## config.mk

```make
export PLATFORM = sky130hd
export DESIGN_NAME = sff_apb_regs
export DESIGN_NICKNAME = d
export VERILOG_FILES = /design/src/hw/rtl/sff_pkg.sv /design/src/hw/rtl/sff_apb_regs.sv
export SDC_FILE = /design/constraint.sdc
export NUM_CORES = 1
export LEC_CHECK = 0
export BUFFER_PORTS_ARGS = -buffer_cell sky130_fd_sc_hd__buf_2
export CAP_MARGIN = 20
export CORE_MARGIN = 2
export CORE_UTILIZATION = 48
export CTS_BUF_LIST = sky130_fd_sc_hd__clkbuf_8
export CTS_CLUSTER_DIAMETER = 40
export DETAILED_ROUTE_END_ITERATION = 10
export PLACE_DENSITY = 0.79
export SLEW_MARGIN = 20
export SYNTH_ARGS = -nofsm -noshare
export SYNTH_HDL_FRONTEND = slang
export SYNTH_SLANG_ARGS = --single-unit
```

## constraint.sdc

```tcl
create_clock -name clk -period 1.7 [get_ports clk]
set_input_delay 0.17 -clock clk [delete_from_list [all_inputs] [get_ports clk]]
set_output_delay 0.17 -clock clk [all_outputs]
set_load 0.005 [all_outputs]
```

## src/hw/rtl/sff_pkg.sv

```systemverilog
// Shared types and constants for the streaming FIR filter.
`timescale 1ns / 1ps
`default_nettype none

package sff_pkg;

  localparam int TAPS       = 8;
  localparam int NCOEF      = 8;
  localparam int DATA_W     = 16;
  localparam int FRAC_W     = 15;
  localparam int PROD_W     = 2 * DATA_W;
  localparam int ACC_W      = PROD_W + $clog2(TAPS) + 1;
  localparam int REG_IDX_W  = $clog2(NCOEF);
  localparam int ADDR_W     = REG_IDX_W + 2;
  localparam int APB_DATA_W = 32;

  typedef logic signed [DATA_W-1:0] sample_t;
  typedef logic signed [PROD_W-1:0] prod_t;
  typedef logic signed [ACC_W-1:0]  acc_t;

  typedef sample_t coef_array_t [NCOEF];
  typedef prod_t   prod_array_t [TAPS];

  typedef struct packed {
    logic                  sel;
    logic                  enable;
    logic                  write;
    logic [ADDR_W-1:0]     addr;
    logic [APB_DATA_W-1:0] wdata;
  } apb_req_t;

  localparam sample_t SAMPLE_MAX = {1'b0, {(DATA_W-1){1'b1}}};
  localparam sample_t SAMPLE_MIN = {1'b1, {(DATA_W-1){1'b0}}};
  localparam acc_t    ROUND_BIAS = acc_t'(1) <<< (FRAC_W - 1);

endpackage

`default_nettype wire

```

## src/hw/rtl/sff_apb_regs.sv

```systemverilog
// APB coefficient register file for the streaming FIR filter.
`timescale 1ns / 1ps
`default_nettype none

module sff_apb_regs (
  input  logic                           clk,
  input  logic                           rst,
  input  sff_pkg::apb_req_t              apb,
  output logic [sff_pkg::APB_DATA_W-1:0] prdata,
  output sff_pkg::coef_array_t           coef
);
  import sff_pkg::*;

  logic [REG_IDX_W-1:0] idx;
  logic                 write_en;

  assign idx      = apb.addr[ADDR_W-1:2];
  assign write_en = apb.sel && apb.enable && apb.write && (int'(idx) < NCOEF);

  always_ff @(posedge clk) begin
    if (rst) begin
      for (int k = 0; k < NCOEF; k++) begin
        coef[k] <= '0;
      end
    end else if (write_en) begin
      coef[idx] <= apb.wdata[DATA_W-1:0];
    end
  end

  always_comb begin
    prdata = {{(APB_DATA_W-DATA_W){coef[idx][DATA_W-1]}}, coef[idx]};
  end

endmodule

`default_nettype wire

```

==> results of run 1 <==
path summary, 6_finish.rpt:
check	from	end	slack (ns)	depth (start not counted)
worst max-delay path	coef[15]	prdata[16]	-0.21	3
worst min-delay path	apb[1]	coef[97]	0.17	3
worst max register to register	coef[81]	coef[81]	0.87	4
worst min register to register	coef[97]	coef[97]	0.48	2
kinds of logic after synthesis:
logic type / Yosys count / share of synthesized area (%)
AO/OA/AOI/OAI: 4 / 0.5025
buffers and inverters: 68 / 6.251
flip-flops: 128 / 41.17
multiplexers: 175 / 35.34
AND/OR/NAND/NOR: 161 / 16.74
timing repair:
action,4_1_cts,5_1_grt
pin swaps,0,0
cloned,2,0
setup buffers,45,3
setup endpoints to repair,31,32
resized for setup,98,20
area by class of cell:
cell class | count | area, um2 | area share, %
Sequential cell | 128 | 2654 | 32.15
Multi-Input combinational cell | 342 | 3314 | 40.15
Tap cell | 172 | 215.2 | 2.607
Clock buffer | 26 | 357.8 | 4.335
Clock inverter | 6 | 27.53 | 0.3335
Timing Repair Buffer | 255 | 1682 | 20.37
Inverter | 1 | 3.754 | 0.04548
layer usage:
| layer | up-vias | GRT usage [%] | part of all wire (%) |
|---|---|---|---|
| met3 | 22 | 6.880 | 6.3 |
| li1 | 2253 | - | - |
| met5 | - | 0 | 0 |
| met4 | 0 | 9.187 | 2.0 |
| met2 | 186 | 43.64 | 51 |
| met1 | 2379 | 30.89 | 41 |
through the flow:
stage | setup WS [ns] | power [mW] | utilization, %
after floorplan | 0.009031 | 3.384 | -
after global placement | -0.008287 | 3.517 | 57.65
after detailed placement | -0.01911 | 3.528 | 57.65
after CTS | -0.2079 | 6.004 | 64.54
after global routing | -0.2680 | 6.201 | 65.41
final | -0.2111 | 5.987 | 65.41
critical path: stages, from the launching register on:
cell and delay [ns]:
dfxtp_1 0.33, mux4_2 0.51, mux2_4 0.32, buf_2 0.14
power groups by stage:
stage	logic, mW	registers, mW	clock network (mW)
after global routing	0.487	3.04	2.68
after detailed placement	0.423	3.11	0
after CTS	0.450	3.04	2.52
after floorplan	0.280	3.10	0
after global placement	0.414	3.10	0
final	0.456	3.04	2.49
synth_stat cells (all sizes together):
master  instances
inv             1
mux2           16
a211oi          1
clkbuf         16
a32oi           1
nand2           6
and4            1
mux4           30
and2b           2
nand2b        144
nor2            1
dfxtp         128
buf            51
o21ai           1
mux2i         129
and2            2
o211a           1
nand3           3
and3            1
and4b           1
cell usage in the layout (no fill, tap or decap):
cell	synthesis	layout
dfxtp_2	0	73
clkinv_2	0	4
nand2_4	2	2
buf_4	25	62
dfxtp_1	128	55
buf_2	8	167
nand2_2	3	3
and3_1	1	1
clkbuf_8	0	26
buf_6	4	16
mux4_1	14	2
nand3_1	1	1
buf_12	0	10
inv_1	1	3
and4_1	1	1
mux2_4	0	15
a211oi_1	1	1
mux4_2	16	28
nand2b_1	144	144
and4b_1	1	1
nor2_1	1	1
o211a_1	1	1
mux2_2	16	3
and2_1	2	2
o21ai_1	0	1
and2b_1	2	2
nand3_4	2	2
a32oi_2	0	1
mux2i_1	129	129
nand2_1	1	1
==> run metrics, run 1 <==
CTS sink cnt about 130; Largest register FFs around 130; Fin. Hold Viols 0; Synth Area per Inst 11.61 um2; Distinct cells, synth 27; Layout area overhead 32.60%; Total Wirelength roughly 18000 um; 1st-iter DRT viols 319; Tightest Hold Check Type input pin to flop; Top reg by flops coef; Tmin final 1.911 ns; Synth top area share 41.17%; synthesized flop and latch total roughly 130; pwr dens 725.3 nW/um2; Clock Tree Buf Depth 2; via/cell ratio approximately 5.2; syn nets 578; WP data arrival around 1.7 ns; Combinational Power Share 7.6%; Clk pwr share 41.6%; initial antenna violation count 0; die area 13890 um2; GRT overflow 0; CP Max Fanout 8; share of layout cells above drive strength 1 54.35%; placed cells 848; Max VDD drop roughly 490 uV; row count 41; post-synthesis cell count between 500 and 600; gr usage total 25.53%; die span in y 117.9 um; hold slack 0.1711 ns; Sw Pwr 1.398 mW; crit path launch type flop; global placement routability congestion 0.8560; top flop regs coef: 128 flops; Final ANT Viol Nets 0; Slew Limit Fails 0; drt first pass iters 6; CTS H-tree lvls 4; clock buffer count from CTS 17; outcome complete, but fails checks; setup TNS -5.175 ns; Layout Cells excl Fill 930; detailed-route DRC error count 0; Final setup viols 31; Core Box Area 12620 um2; failing checks setup timing; # hold bufs at CTS 0; Required @ worst endpoint 1.53 ns; Sw Ratio around a quarter; first-pass GRT wire length 27380 um; wire per inst 18.87 um; Nets 787; Leak Pwr approximately 4.5 nW; # IOs 202; die span in x 117.9 um; Worst Max-Slew Pin Slew 0.4058 ns; max_slew headroom 72.95%; clk slew on worst S/H paths 0.07 ns; RSZ-0062 raised after global routing yes; Diodes inserted 0; clock skew 0 ns; final worst setup slack -0.2111 ns; CP endpoint kind output pin; Power Internal 4.589 mW; initial cell density of the core 49.33%; max cap viols 0; Synth area leaders dfxtp_1 41%, mux2i_1 21%, nand2b_1 14%; Synth Warn # 0; Max Freq 523.3 MHz; Post-DP HPWL 11650 um; CTS tree done; vias in the first global route 4986; Seq/Total Area, Yosys 41.17%; largest net degree at the start of global routing 58; critical path class flop to output pin; CTS Root Cell clkbuf_8; Placement Cell Area 7276 um2; vias 4840; period utilization 112.4%; Port Buffers 183; register share of total power 50.7%; clock latency on the worst-skew pair 0.44 ns; post-route cell area 8254 um2; post-synth design cell area 6225 um2; cell taking the most area after synthesis dfxtp_1; Layout fillers 1028
Note: power is estimated with default switching activity, not from simulation.
==> run 2: changes to the inputs <==
--- a/config.mk
+++ b/config.mk
@@ -7,12 +7,12 @@
 export LEC_CHECK = 0
 export BUFFER_PORTS_ARGS = -buffer_cell sky130_fd_sc_hd__buf_2
 export CAP_MARGIN = 20
-export CORE_MARGIN = 2
-export CORE_UTILIZATION = 48
+export CORE_MARGIN = 3
+export CORE_UTILIZATION = 53
 export CTS_BUF_LIST = sky130_fd_sc_hd__clkbuf_8
 export CTS_CLUSTER_DIAMETER = 40
 export DETAILED_ROUTE_END_ITERATION = 10
-export PLACE_DENSITY = 0.79
+export PLACE_DENSITY = 0.83
 export SLEW_MARGIN = 20
 export SYNTH_ARGS = -nofsm -noshare
 export SYNTH_HDL_FRONTEND = slang
==> constraint.sdc (replaced) <==
create_clock -name clk -period 2.1 [get_ports clk]
set_input_delay 0.21 -clock clk [delete_from_list [all_inputs] [get_ports clk]]
set_output_delay 0.21 -clock clk [all_outputs]
set_load 0.005 [all_outputs]
==> run metrics, run 2 (same netlist as run 1, synthesis figures left out) <==
clk slew on worst S/H paths 0.07 ns; WL met2 7841 um; Max Freq 504.9 MHz; setup TNS 0 ns; Tightest Hold Check Type input pin to flop; Top reg by flops coef; die span in y ~110 um; Port Buffers roughly 180; WP data arrival 1.77 ns; Sw Pwr 1.037 mW; hold slack 0.2253 ns; 1st-iter DRT viols 267; Layout area overhead 17.95%; CP endpoint kind output pin; Final setup viols 0; Core Box Area 11170 um2; # IOs between 200 and 250; Tmin final between 1.5 and 2 ns; Clk pwr share a little over a third; crit path cell chain mux4_1 -> mux2_4 -> buf_2; vias 4500; most common cell after layout, fill and taps aside buf_2; crit path launch type flop; top sig layer met4; Leak Pwr 4.068 nW; Hold Crit Start apb[6]; vias in the first global route approximately 4600; Total Wirelength around 16000 um; most frequent cells in the layout 183 x buf_2, 144 x nand2b_1, 129 x mux2i_1, 128 x dfxtp_1, 17 x clkbuf_8; Layout fillers 886; pwr dens 596.1 nW/um2; clock latency on the worst-skew pair 0.43 ns; max_slew headroom 56.46%; gr usage total 24.14%; CP Max Fanout 17; CTS tree done; CTS H-tree lvls 4; Combinational Power Share under 10%; global placement routability congestion just under 0.8; Nets 724; Sw Ratio 23.69%; CTS sink cnt between 100 and 150; critical path class flop to output pin; GRT overflow 0; Post-DP HPWL 11100 um; clock skew 0 ns; RSZ-0062 raised after global routing no; via/cell ratio 5.422; initial cell density of the core between 50% and 60%; Final ANT Viol Nets 0; clock buffer count from CTS 17; crit path launch coef[111]; row count 38; Critical Path Max Stage Delay 0.51 ns; # hold bufs at CTS 0; initial antenna violation count 0; Diodes inserted 0; Max VDD drop 359.0 uV; wire per inst 18.98 um; CP max-delay cell mux4_1; Slew Limit Fails 0; Power Internal 3.340 mW; r2r startpoint coef[34]; wire length on met3 1003 um; largest net degree at the start of global routing 67; Fin. Hold Viols 0; share of layout cells above drive strength 1 36.67%; period utilization 94.31%; die span in x 114.4 um; drt first pass iters 4; post_cts resized 0; Worst Max-Slew Pin Slew between 0.6 and 0.7 ns; die area between 10000 and 15000 um2; outcome complete, no violations; register share of total power 56.2%; max cap viols 0; Largest register FFs approximately 130; first-pass GRT wire length ~24000 um; Met1 Wirelength 6468 um; Required @ worst endpoint 1.89 ns; detailed-route DRC error count 0; CTS Root Cell clkbuf_8; top flop regs coef: 128 flops; Clock Tree Buf Depth 2; post-CTS setup-driven buffer insertion count 0
run 2: final cells by class:
class	instances	area [um2]	share of cell area, %
clock inverter	10	41.29	0.5624
inverter	1	3.754	0.05112
clock buffer	17	234.0	3.187
sequential	128	2562	34.90
multi-input combinational	340	3277	44.63
tap	140	175.2	2.386
timing repair buffer	194	1049	14.28
run 2: power by group through the flow:
| stage | Sequential (mW) | Clock (mW) | Combinational (mW) |
|---|---|---|---|
| after detailed placement | 2.51 | 0 | 0.325 |
| after floorplan | 2.51 | 0 | 0.227 |
| after CTS | 2.46 | 1.63 | 0.326 |
| after global routing | 2.46 | 1.75 | 0.346 |
| after global placement | 2.51 | 0 | 0.316 |
| final | 2.46 | 1.60 | 0.321 |
run 2: metrics by stage:
stage          cells  cell area (um2)  setup slack, ns  power [mW]  utilization [%]
2_1_floorplan    536             6225           0.3290       2.739                -
4_1_cts          830             7338          0.04079       4.413            65.68
5_1_grt          830             7342          0.02166       4.554            65.71
6_report         830             7342           0.1196       4.377            65.71
3_3_place_gp     803             7063           0.2312       2.828            63.21
3_5_place_dp     803             7063           0.2062       2.838            63.21
run 2: layer usage:
metal  global-route usage (%)  vias to the layer above
li1                         -                     2128
met1                    27.91                     2175
met2                    41.33                      166
met3                    6.924                       31
met4                    11.08                        0
met5                        0                        -
run 2: final timing paths:
check                     to  slack [ns]  depth (start not counted)
hold reg to reg    coef[116]        0.49                          2
setup / recovery  prdata[30]        0.12                          3
hold / removal      coef[70]        0.23                          3
setup reg to reg    coef[34]        1.42                          2
run 2: critical path, delay by kind of cell (launching register included):
| kind | cells | cell delay (ns) |
|---|---|---|
| buffers and inverters | 1 | 0.15 |
| DFF | 1 | 0.33 |
| muxes | 2 | 0.85 |
