## config.mk

```make
export PLATFORM = sky130hd
export DESIGN_NAME = sff_sum_sat
export DESIGN_NICKNAME = d
export VERILOG_FILES = /design/src/hw/rtl/sff_pkg.sv /design/src/hw/rtl/sff_sum_sat.sv
export SDC_FILE = /design/constraint.sdc
export NUM_CORES = 1
export LEC_CHECK = 0
export BUFFER_PORTS_ARGS = -buffer_cell sky130_fd_sc_hd__buf_2
export CELL_PAD_IN_SITES_DETAIL_PLACEMENT = 0
export CELL_PAD_IN_SITES_GLOBAL_PLACEMENT = 1
export CORE_ASPECT_RATIO = 1.25
export CORE_MARGIN = 3
export CORE_UTILIZATION = 41
export DETAILED_ROUTE_END_ITERATION = 16
export PLACE_DENSITY = 0.87
export SKIP_LAST_GASP = 1
export SLEW_MARGIN = 5
export SYNTH_ARGS = -nofsm -noshare
export SYNTH_HDL_FRONTEND = slang
export SYNTH_SLANG_ARGS = --single-unit
```

## constraint.sdc

```tcl
create_clock -name vclk -period 7.8
set_clock_uncertainty 0.1 [all_clocks]
set_input_delay 0 -clock vclk [all_inputs]
set_output_delay 0 -clock vclk [all_outputs]
set_load 0.02 [all_outputs]
```

## src/hw/rtl/sff_pkg.sv

```systemverilog
// Shared types and constants for the streaming FIR filter.
`timescale 1ns / 1ps
`default_nettype none

package sff_pkg;

  localparam int TAPS       = 8;
  localparam int NCOEF      = 8;
  localparam int DATA_W     = 16;
  localparam int FRAC_W     = 15;
  localparam int PROD_W     = 2 * DATA_W;
  localparam int ACC_W      = PROD_W + $clog2(TAPS) + 1;
  localparam int REG_IDX_W  = $clog2(NCOEF);
  localparam int ADDR_W     = REG_IDX_W + 2;
  localparam int APB_DATA_W = 32;

  typedef logic signed [DATA_W-1:0] sample_t;
  typedef logic signed [PROD_W-1:0] prod_t;
  typedef logic signed [ACC_W-1:0]  acc_t;

  typedef sample_t coef_array_t [NCOEF];
  typedef prod_t   prod_array_t [TAPS];

  typedef struct packed {
    logic                  sel;
    logic                  enable;
    logic                  write;
    logic [ADDR_W-1:0]     addr;
    logic [APB_DATA_W-1:0] wdata;
  } apb_req_t;

  localparam sample_t SAMPLE_MAX = {1'b0, {(DATA_W-1){1'b1}}};
  localparam sample_t SAMPLE_MIN = {1'b1, {(DATA_W-1){1'b0}}};
  localparam acc_t    ROUND_BIAS = acc_t'(1) <<< (FRAC_W - 1);

endpackage

`default_nettype wire

```

## src/hw/rtl/sff_sum_sat.sv

```systemverilog
// Product summation, round-half-up and 16-bit saturation for the FIR filter.
`timescale 1ns / 1ps
`default_nettype none

module sff_sum_sat (
  input  sff_pkg::prod_array_t prod,
  output sff_pkg::sample_t     result,
  output logic                 clip
);
  import sff_pkg::*;

  acc_t sum;
  acc_t rounded;
  acc_t scaled;

  always_comb begin
    sum = '0;
    for (int k = 0; k < TAPS; k++) begin
      sum = sum + acc_t'(prod[k]);
    end
    rounded = sum + ROUND_BIAS;
    scaled  = rounded >>> FRAC_W;
    if (scaled > acc_t'(SAMPLE_MAX)) begin
      result = SAMPLE_MAX;
      clip   = 1'b1;
    end else if (scaled < acc_t'(SAMPLE_MIN)) begin
      result = SAMPLE_MIN;
      clip   = 1'b1;
    end else begin
      result = scaled[DATA_W-1:0];
      clip   = 1'b0;
    end
  end

endmodule

`default_nettype wire

```

==> results of run 1 <==
## through the flow
step,worst slack (ns),utilization,hold slack [ns]
3_5_place_dp,2.066,0.5131,1.152
3_3_place_gp,2.157,0.5131,1.149
4_1_cts,2.011,0.5131,1.155
5_1_grt,1.545,0.5131,1.234
6_report,2.079,0.5131,1.130
2_1_floorplan,2.758,-,0.6657
## cell type report
class / count / share of cell area
Tap cell: 224 / 0.03109
Timing Repair Buffer: 273 / 0.1516
Inverter: 402 / 0.1674
Multi-Input combinational cell: 440 / 0.6499
## logic make-up (layout without fill, tap and decap cells)
logic type | Yosys count | after routing
compound gates | 92 | 92
xor+xnor | 19 | 19
fa+ha+maj | 259 | 259
buf+inv | 407 | 675
mux | 1 | 1
simple gates | 69 | 69
## synth_stat cells (3+ instances only)
cell type	number	area (um^2)
a21oi_1	23	115.1
o21ai_2	4	35.03
nor4_1	3	18.77
xor2_1	11	96.34
nand3_1	7	35.03
o21ai_1	7	35.03
o21ai_0	15	75.07
a211oi_1	5	37.54
a31oi_1	4	25.02
nor3_1	8	40.04
nand2_1	15	56.30
inv_1	402	1509
fa_1	194	3884
nand4_1	11	68.82
xnor2_1	8	70.07
ha_1	65	813.3
a21o_1	14	105.1
nand2b_1	3	18.77
nor2_1	14	52.55
o211ai_1	3	22.52
## worst max-delay path by stage
stage | from | endpoint | depth (start not counted)
4_1_cts | prod[9] | result[0] | 20
5_1_grt | prod[8] | result[0] | 20
2_1_floorplan | prod[9] | result[0] | 19
6_report | prod[9] | result[0] | 20
3_5_place_dp | prod[9] | result[0] | 20
3_3_place_gp | prod[8] | result[0] | 20
## cells in the final DEF (no fill, tap or decap), types with 3 or more instances in the layout
| master | Yosys | layout |
|---|---|---|
| a21o_1 | 14 | 14 |
| nand2b_1 | 3 | 3 |
| o211ai_1 | 3 | 3 |
| a21oi_1 | 23 | 23 |
| o21ai_2 | 4 | 4 |
| nor3_1 | 8 | 8 |
| a31oi_1 | 4 | 4 |
| xnor2_1 | 8 | 8 |
| nor2_1 | 14 | 14 |
| nand2_1 | 15 | 15 |
| fa_1 | 194 | 194 |
| ha_1 | 65 | 65 |
| xor2_1 | 11 | 11 |
| buf_2 | 1 | 273 |
| o21ai_0 | 15 | 15 |
| nand4_1 | 11 | 11 |
| nor4_1 | 3 | 3 |
| nand3_1 | 7 | 7 |
| inv_1 | 402 | 402 |
| o21ai_1 | 7 | 7 |
| a211oi_1 | 5 | 5 |
## critical path: stages
cell and delay [ns]:
buf_2 0.07, inv_1 0.04, fa_1 0.54, inv_1 0.06, fa_1 0.53, fa_1 0.55
inv_1 0.05, fa_1 0.53, inv_1 0.04, ha_1 0.33, o21ai_0 0.21, nor2_1 0.07
o311ai_0 0.59, nor4bb_1 0.38, o31a_1 0.18, xor2_1 0.24, nand2_1 0.15, o31ai_4 0.63
o21ai_0 0.21, buf_2 0.21
## routing by layer
layer  global-route usage  vias to the layer above  wire, um
met1               0.1983                     2859      5979
met5                    0                        -         0
li1                     -                     2922         -
met4              0.01175                        0       133
met3              0.01229                       10       818
met2               0.3411                      150      9323
==> key figures, run 1 <==
Global route
  – Largest net degree at the start of global routing: 16
  – First-pass GRT wire length: 27.61 mm
  – Grt total ovfl: 0
  – Initial antenna violation count: 0
  – Global Route Usage Sum: 0.1672
  – Vias in the first global route: 6,412

Finish
  – Multi-input gate area: 5858 um^2
  – Sequential Area: 0 um^2
  – Final-stage net count: 1,632
  – Clock buf count: 0
  – Ant diodes: 0
  – Non-Filler Instances: 1,339
  – Fin area: 9014 um^2
  – P&R area growth vs syn: 21.77%
  – Ratio of cells with drive above 1 in the final layout: 0.2547
  – Fillers: 1,725
  – Sequential cell count: 0

Floorplanning
  – Core Footprint: 17,570 um^2
  – Die Area: 19,710 um^2
  – Die height: 156.2 um
  – Rows: 54
  – Die W: 126.2 um
  – Starting Density: 0.4214
  – IO Pins: 273

Min path
  – Hold wc startpoint: prod[247]
  – Min-Delay Path Class: input pin to output port
  – Hold path endpoint: result[9]
  – WHS Path Cells: 8

Yosys
  – Main combinational cell family by area after synthesis: adder cells
  – Synthesis warning total: 0
  – Synth cell types: 43
  – Compound-Gate Fraction of Synth Area: 0.08570
  – Sequential cell area fraction in the yosys report: 0
  – Synth Instances: 847
  – Mean Syn Cell Area: 8.739 um^2
  – Xor/xnor share of the synthesized area: 0.02248
  – Simple-gate area share of the yosys netlist: 0.04733
  – Mapped cell area: 7402 um^2
  – Post-synthesis mux area share: 0.001352
  – Synthesized Nets: 1,362
  – Post-synthesis adder-cell area fraction: 0.6346

Setup path
  – Worst setup SP type: input pin
  – Crit path kind: input pin to output port
  – Crit Path Max Fanout: 15
  – Worst setup EP type: output port
  – Worst Path Required: 7.70 ns
  – Critical Path AT: 5.62 ns

Clocking
  – Post-cts gate resize count: 0
  – Post-cts hold buffer count: 0
  – Post-CTS Setup Bufs: 0

Placed design
  – Detailed placement HPWL: 15.95 mm
  – Placed Cells: 1,339
  – Dpl cell area: 9014 um^2
  – Placer Congestion: 0.8398
  – PortBufs: 273

Timing
  – Final worst path period share: 0.7335
  – Fmax: 174.8 MHz
  – Max-slew headroom: 0.4369
  – Minimum period implied by the final worst setup slack: 5.721 ns
  – Worst-margin pin slew: 0.8447 ns
  – Total negative setup slack: 0 ns
  – # setup viols final: 0
  – Slew Limit Fails: 0
  – Fin. Hold Viols: 0
  – RSZ-0062 raised after global routing: no

Routing
  – Initial DRC Count: 89
  – DRT antenna net count: 0
  – Mean routed wirelength per cell: 12.14 um
  – First-pass DRT Iterations: 4
  – Drt drc: 0
  – Vias per inst: 4.437
  – Routed Wire Length: 16.25 mm
  – Via Count: 5,941

Flow run
  – Max-Cap Viols: 0

Run status
  – Status: complete, no violations
Power of run 1 is left out: the tool's default activity adds up to more than one toggle a clock period on the data nets, which glitch-free logic cannot reach.
==> run 2: changes to the inputs <==
--- a/config.mk
+++ b/config.mk
@@ -10,9 +10,9 @@
 export CELL_PAD_IN_SITES_GLOBAL_PLACEMENT = 1
 export CORE_ASPECT_RATIO = 1.25
 export CORE_MARGIN = 3
-export CORE_UTILIZATION = 41
+export CORE_UTILIZATION = 35
 export DETAILED_ROUTE_END_ITERATION = 16
-export PLACE_DENSITY = 0.87
+export PLACE_DENSITY = 0.78
 export SKIP_LAST_GASP = 1
 export SLEW_MARGIN = 5
 export SYNTH_ARGS = -nofsm -noshare
==> constraint.sdc (replaced) <==
create_clock -name vclk -period 5.2
set_clock_uncertainty 0.1 [all_clocks]
set_input_delay 0 -clock vclk [all_inputs]
set_output_delay 0 -clock vclk [all_outputs]
set_load 0.02 [all_outputs]
==> key figures, run 2 (synthesis gave the netlist of run 1 again) <==
Timing
  – RSZ-0062 raised after global routing: yes
  – Final worst path period share: 0.9985
  – Fin. Hold Viols: 0 (unchanged)
  – # setup viols final: 0 (unchanged)
  – Max-slew headroom: 0.6701 (+0.2332)
  – Worst-margin pin slew: 0.4885 ns (-0.3562 ns)
  – Total negative setup slack: 0 ns (unchanged)
  – Fmax: 192.6 MHz
  – Minimum period implied by the final worst setup slack: 5.192 ns
  – Slew Limit Fails: 0 (unchanged)

Setup path
  – Worst setup SP type: input pin
  – Crit path kind: input pin to output port
  – Worst Path Required: 5.10 ns (-2.60 ns)
  – Critical Path AT: 5.09 ns (-0.53 ns)
  – Crit Path Max Fanout: 7 (-8)
  – Worst setup EP type: output port

Floorplanning
  – IO Pins: 273 (unchanged)
  – Die Area: 22,940 um^2 (+16%)
  – Die W: 136.1 um (+7.8%)
  – Rows: 58 (+7.4%)
  – Core Footprint: 20,460 um^2 (+16%)
  – Starting Density: 0.3617 (-0.05967)
  – Die height: 168.6 um (+7.9%)

Routing
  – Vias per inst: 4.324 (-2.5%)
  – Via Count: 6,114 (+2.9%)
  – Mean routed wirelength per cell: 12.54 um (+3.3%)
  – DRT antenna net count: 0 (unchanged)
  – First-pass DRT Iterations: 4 (unchanged)
  – Routed Wire Length: 17.73 mm (+9.1%)
  – Drt drc: 0 (unchanged)
  – Initial DRC Count: 120 (+35%)

Finish
  – Fillers: 2,077 (+20%)
  – P&R area growth vs syn: 30.73%
  – Non-Filler Instances: 1,414 (+5.6%)
  – Sequential cell count: 0 (unchanged)
  – Final-stage net count: 1,661 (+1.8%)
  – Sequential Area: 0 um^2 (unchanged)
  – Commonest cells after routing, fill and taps aside: 391 x inv_1, 256 x buf_2, 188 x fa_1
  – Fin util: 0.4729 (-0.04025)
  – Fin area: 9677 um^2 (+7.4%)
  – Ant diodes: 0 (unchanged)
  – Commonest non-fill, non-tap cell in the layout: inv_1
  – Multi-input gate area: 6125 um^2 (+4.5%)
  – Ratio of cells with drive above 1 in the final layout: 0.3156 (+0.06085)
  – Clock buf count: 0 (unchanged)

Global route
  – Initial antenna violation count: 1 (+1)
  – Vias in the first global route: 6,568 (+2.4%)
  – First-pass GRT wire length: 28.49 mm (+3.2%)
  – Largest net degree at the start of global routing: 12 (-4)
  – Grt total ovfl: 0 (unchanged)
  – Global Route Usage Sum: 0.1508 (-0.01641)

Placed design
  – Dpl cell area: 9271 um^2 (+2.9%)
  – Placer Congestion: 0.7971 (-5.1%)
  – PortBufs: 273 (unchanged)
  – Placed Cells: 1,410 (+5.3%)
  – Detailed placement HPWL: 16.85 mm (+5.6%)

Min path
  – Min-Delay Path Class: input pin to output port

Flow run
  – Max-Cap Viols: 0 (unchanged)

Run status
  – Status: complete, no violations
==> run 2: changes by cell type in the layout (fill, tap and decap cells not counted), sizes merged <==
cell	before	now
buf	273	302
==> run 2: final cells by class <==
cell class / count / area share
inverter: 402 / 0.1562
multi-input combinational: 440 / 0.6329
tap: 270 / 0.03491
timing repair buffer: 302 / 0.1760
==> run 2: what timing repair did <==
action                                  4_1_cts  5_1_grt
hold buffers                                  0        0
buffers inserted                              1        3
pin swaps                                     5       43
gates resized for setup                      15       87
endpoints found under the setup margin       15       16
==> run 2: worst paths after layout <==
path / from / to / slack [ns] / depth (start not counted)
setup / recovery: prod[104] / result[13] / 0.008 / 22
hold / removal: prod[224] / result[8] / 1.12 / 10
==> run 2: layer usage <==
layer  track usage  part of all wire
met5             0           0.00062
met3       0.01843             0.058
met1        0.1690              0.35
met4       0.01096            0.0036
met2        0.3098              0.58
==> run 2: worst max-delay path, cell delays in order <==
cell	delay (ns)
buf_2	0.08
inv_2	0.04
fa_2	0.55
inv_1	0.06
fa_1	0.52
fa_1	0.52
inv_2	0.05
fa_2	0.57
inv_1	0.06
ha_4	0.17
a2111oi_4	0.27
o21ai_1	0.10
a22o_1	0.27
a221o_2	0.43
a2111o_1	0.42
nand4_1	0.13
buf_4	0.14
a2111oi_4	0.05
a21oi_2	0.24
buf_6	0.21
a21oi_2	0.05
buf_4	0.16
==> run 2: stage by stage <==
stage | hold slack (ns) | setup WS (ns)
floorplan | 0.6657 | 0.1580
global placement | 1.157 | -0.06193
detailed placement | 1.166 | -0.1522
CTS | 1.145 | 0.006434
global route | 1.243 | -0.2082
finish | 1.117 | 0.007935
Power of run 2 is left out for the same reason.
==> run 3: changes to the inputs <==
--- a/config.mk
+++ b/config.mk
@@ -12,6 +12,7 @@
 export CORE_MARGIN = 3
 export CORE_UTILIZATION = 35
 export DETAILED_ROUTE_END_ITERATION = 16
+export MAX_ROUTING_LAYER = met4
 export PLACE_DENSITY = 0.78
 export SKIP_LAST_GASP = 1
 export SLEW_MARGIN = 5
==> key figures, run 3 (synthesis gave the netlist of run 1 again) <==
Run status
  – Status: finished with violations
  – Failing checks: setup timing

Timing
  – Final worst path period share: 1.001 (+0.002297)
  – Total negative setup slack: -0.006739 ns (-0.006739 ns)
  – RSZ-0062 raised after global routing: yes
  – PnR worst setup slack: -0.004010 ns (-0.01194 ns)
  – Fmax: 192.2 MHz (-0.23%)
  – # setup viols final: 3 (+3)
  – Fin. Hold Viols: 0 (unchanged)
  – Minimum period implied by the final worst setup slack: 5.204 ns (+0.01194 ns)
  – Slew Limit Fails: 0 (unchanged)
  – Worst-margin pin slew: 0.4896 ns (+0.001163 ns)
  – Max-slew headroom: 0.6693 (-0.0007860)

Finish
  – Final-stage net count: 1,661 (unchanged)
  – Commonest cells after routing, fill and taps aside: 391 x inv_1, 256 x buf_2, 188 x fa_1
  – Non-Filler Instances: 1,415 (+0.071%)
  – Commonest non-fill, non-tap cell in the layout: inv_1
  – Sequential Area: 0 um^2 (unchanged)
  – P&R area growth vs syn: 30.76% (about the same)
  – Sequential cell count: 0 (unchanged)
  – Fin util: 0.4730 (about the same)
  – Ratio of cells with drive above 1 in the final layout: 0.3156 (unchanged)
  – Clock buf count: 0 (unchanged)
  – Fin area: 9679 um^2 (about the same)

Global route
  – Largest net degree at the start of global routing: 12 (unchanged)
  – First-pass GRT wire length: 28.48 mm (about the same)
  – Grt total ovfl: 0 (unchanged)
  – Vias in the first global route: 6,566 (-0.030%)
  – Global Route Usage Sum: 0.1552 (+0.004377)
  – Initial antenna violation count: 1 (unchanged)

Floorplanning
  – Starting Density: 0.3617 (unchanged)
  – Die height: 168.6 um (unchanged)
  – IO Pins: 273 (unchanged)
  – Core Footprint: 20,460 um^2 (unchanged)
  – Die W: 136.1 um (unchanged)
  – Die Area: 22,940 um^2 (unchanged)
  – Rows: 58 (unchanged)

Routing
  – DRT antenna net count: 0 (unchanged)
  – Via Count: 6,112 (-0.033%)
  – Mean routed wirelength per cell: 12.53 um (about the same)
  – Routed Wire Length: 17.73 mm (about the same)
  – Initial DRC Count: 104 (-13%)
  – First-pass DRT Iterations: 4 (unchanged)
  – Vias per inst: 4.319 (-0.10%)
  – Drt drc: 0 (unchanged)

Placed design
  – Detailed placement HPWL: 16.85 mm (unchanged)
  – PortBufs: 273 (unchanged)
  – Placer Congestion: 0.8085 (+1.4%)
  – Placed Cells: 1,410 (unchanged)
  – Dpl cell area: 9271 um^2 (unchanged)

Min path
  – Hold path endpoint: result[8]
  – Hold wc startpoint: prod[224]
  – Min-Delay Path Class: input pin to output port
  – WHS Path Cells: 10 (unchanged)

Setup path
  – Worst Path Required: 5.10 ns (about the same)
  – Worst setup EP type: output port
  – Crit Path Max Fanout: 7 (unchanged)
  – Critical Path AT: 5.10 ns (about the same)
  – Crit path kind: input pin to output port
  – Worst setup SP type: input pin

Flow run
  – Max-Cap Viols: 0 (unchanged)

Clocking
  – Post-cts hold buffer count: 0 (unchanged)
[run 3: how the worst max path moves through the flow]
stage,start,end,slack (ns),cells past startpoint
after floorplan,prod[9],result[0],0.16,19
after global placement,prod[9],result[9],-0.06,21
after detailed placement,prod[9],result[10],-0.15,21
after CTS,prod[105],result[0],0.006,21
after global routing,prod[104],result[9],-0.21,22
final,prod[104],result[13],-0.004,22
[run 3: critical path, cell delays in order]
cell and delay (ns):
buf_2 0.08, inv_2 0.04, fa_2 0.55, inv_1 0.06, fa_1 0.52, fa_1 0.52, inv_2 0.05, fa_2 0.56
inv_1 0.06, ha_4 0.17, a2111oi_4 0.27, o21ai_1 0.10, a22o_1 0.27, a221o_2 0.43, a2111o_1 0.42, nand4_1 0.13
buf_4 0.14, a2111oi_4 0.05, a21oi_2 0.24, buf_6 0.21, a21oi_2 0.05, buf_4 0.16
[run 3: area by class of cell]
| type | instances | area (um^2) |
|---|---|---|
| inverter | 402 | 1511 |
| tap | 270 | 337.8 |
| antenna | 1 | 2.502 |
| timing repair buffer | 302 | 1703 |
| multi-input combinational | 440 | 6125 |
| fill | 2077 | 10790 |
[run 3: what timing repair did]
action / in CTS / in global routing
setup buffers: 1 / 3
pin swaps: 5 / 43
resized for setup: 15 / 87
endpoints found under the setup margin: 15 / 16
[run 3: metrics by stage]
| stage | setup slack, ns | hold WS (ns) |
|---|---|---|
| final | -0.004010 | 1.130 |
| after detailed placement | -0.1522 | 1.166 |
| after floorplan | 0.1580 | 0.6657 |
| after CTS | 0.006434 | 1.145 |
| after global routing | -0.2081 | 1.243 |
| after global placement | -0.06193 | 1.157 |
[run 3: metal layers]
| layer | GRT usage | up-vias | wire length, um |
|---|---|---|---|
| li1 | - | 2989 | - |
| met1 | 0.1696 | 2971 | 6294 |
| met2 | 0.3098 | 148 | 10350 |
| met3 | 0.01754 | 4 | 1035 |
| met4 | 0.01096 | 0 | 55 |
| met5 | - | - | 0 |
Power of run 3 is left out for the same reason.
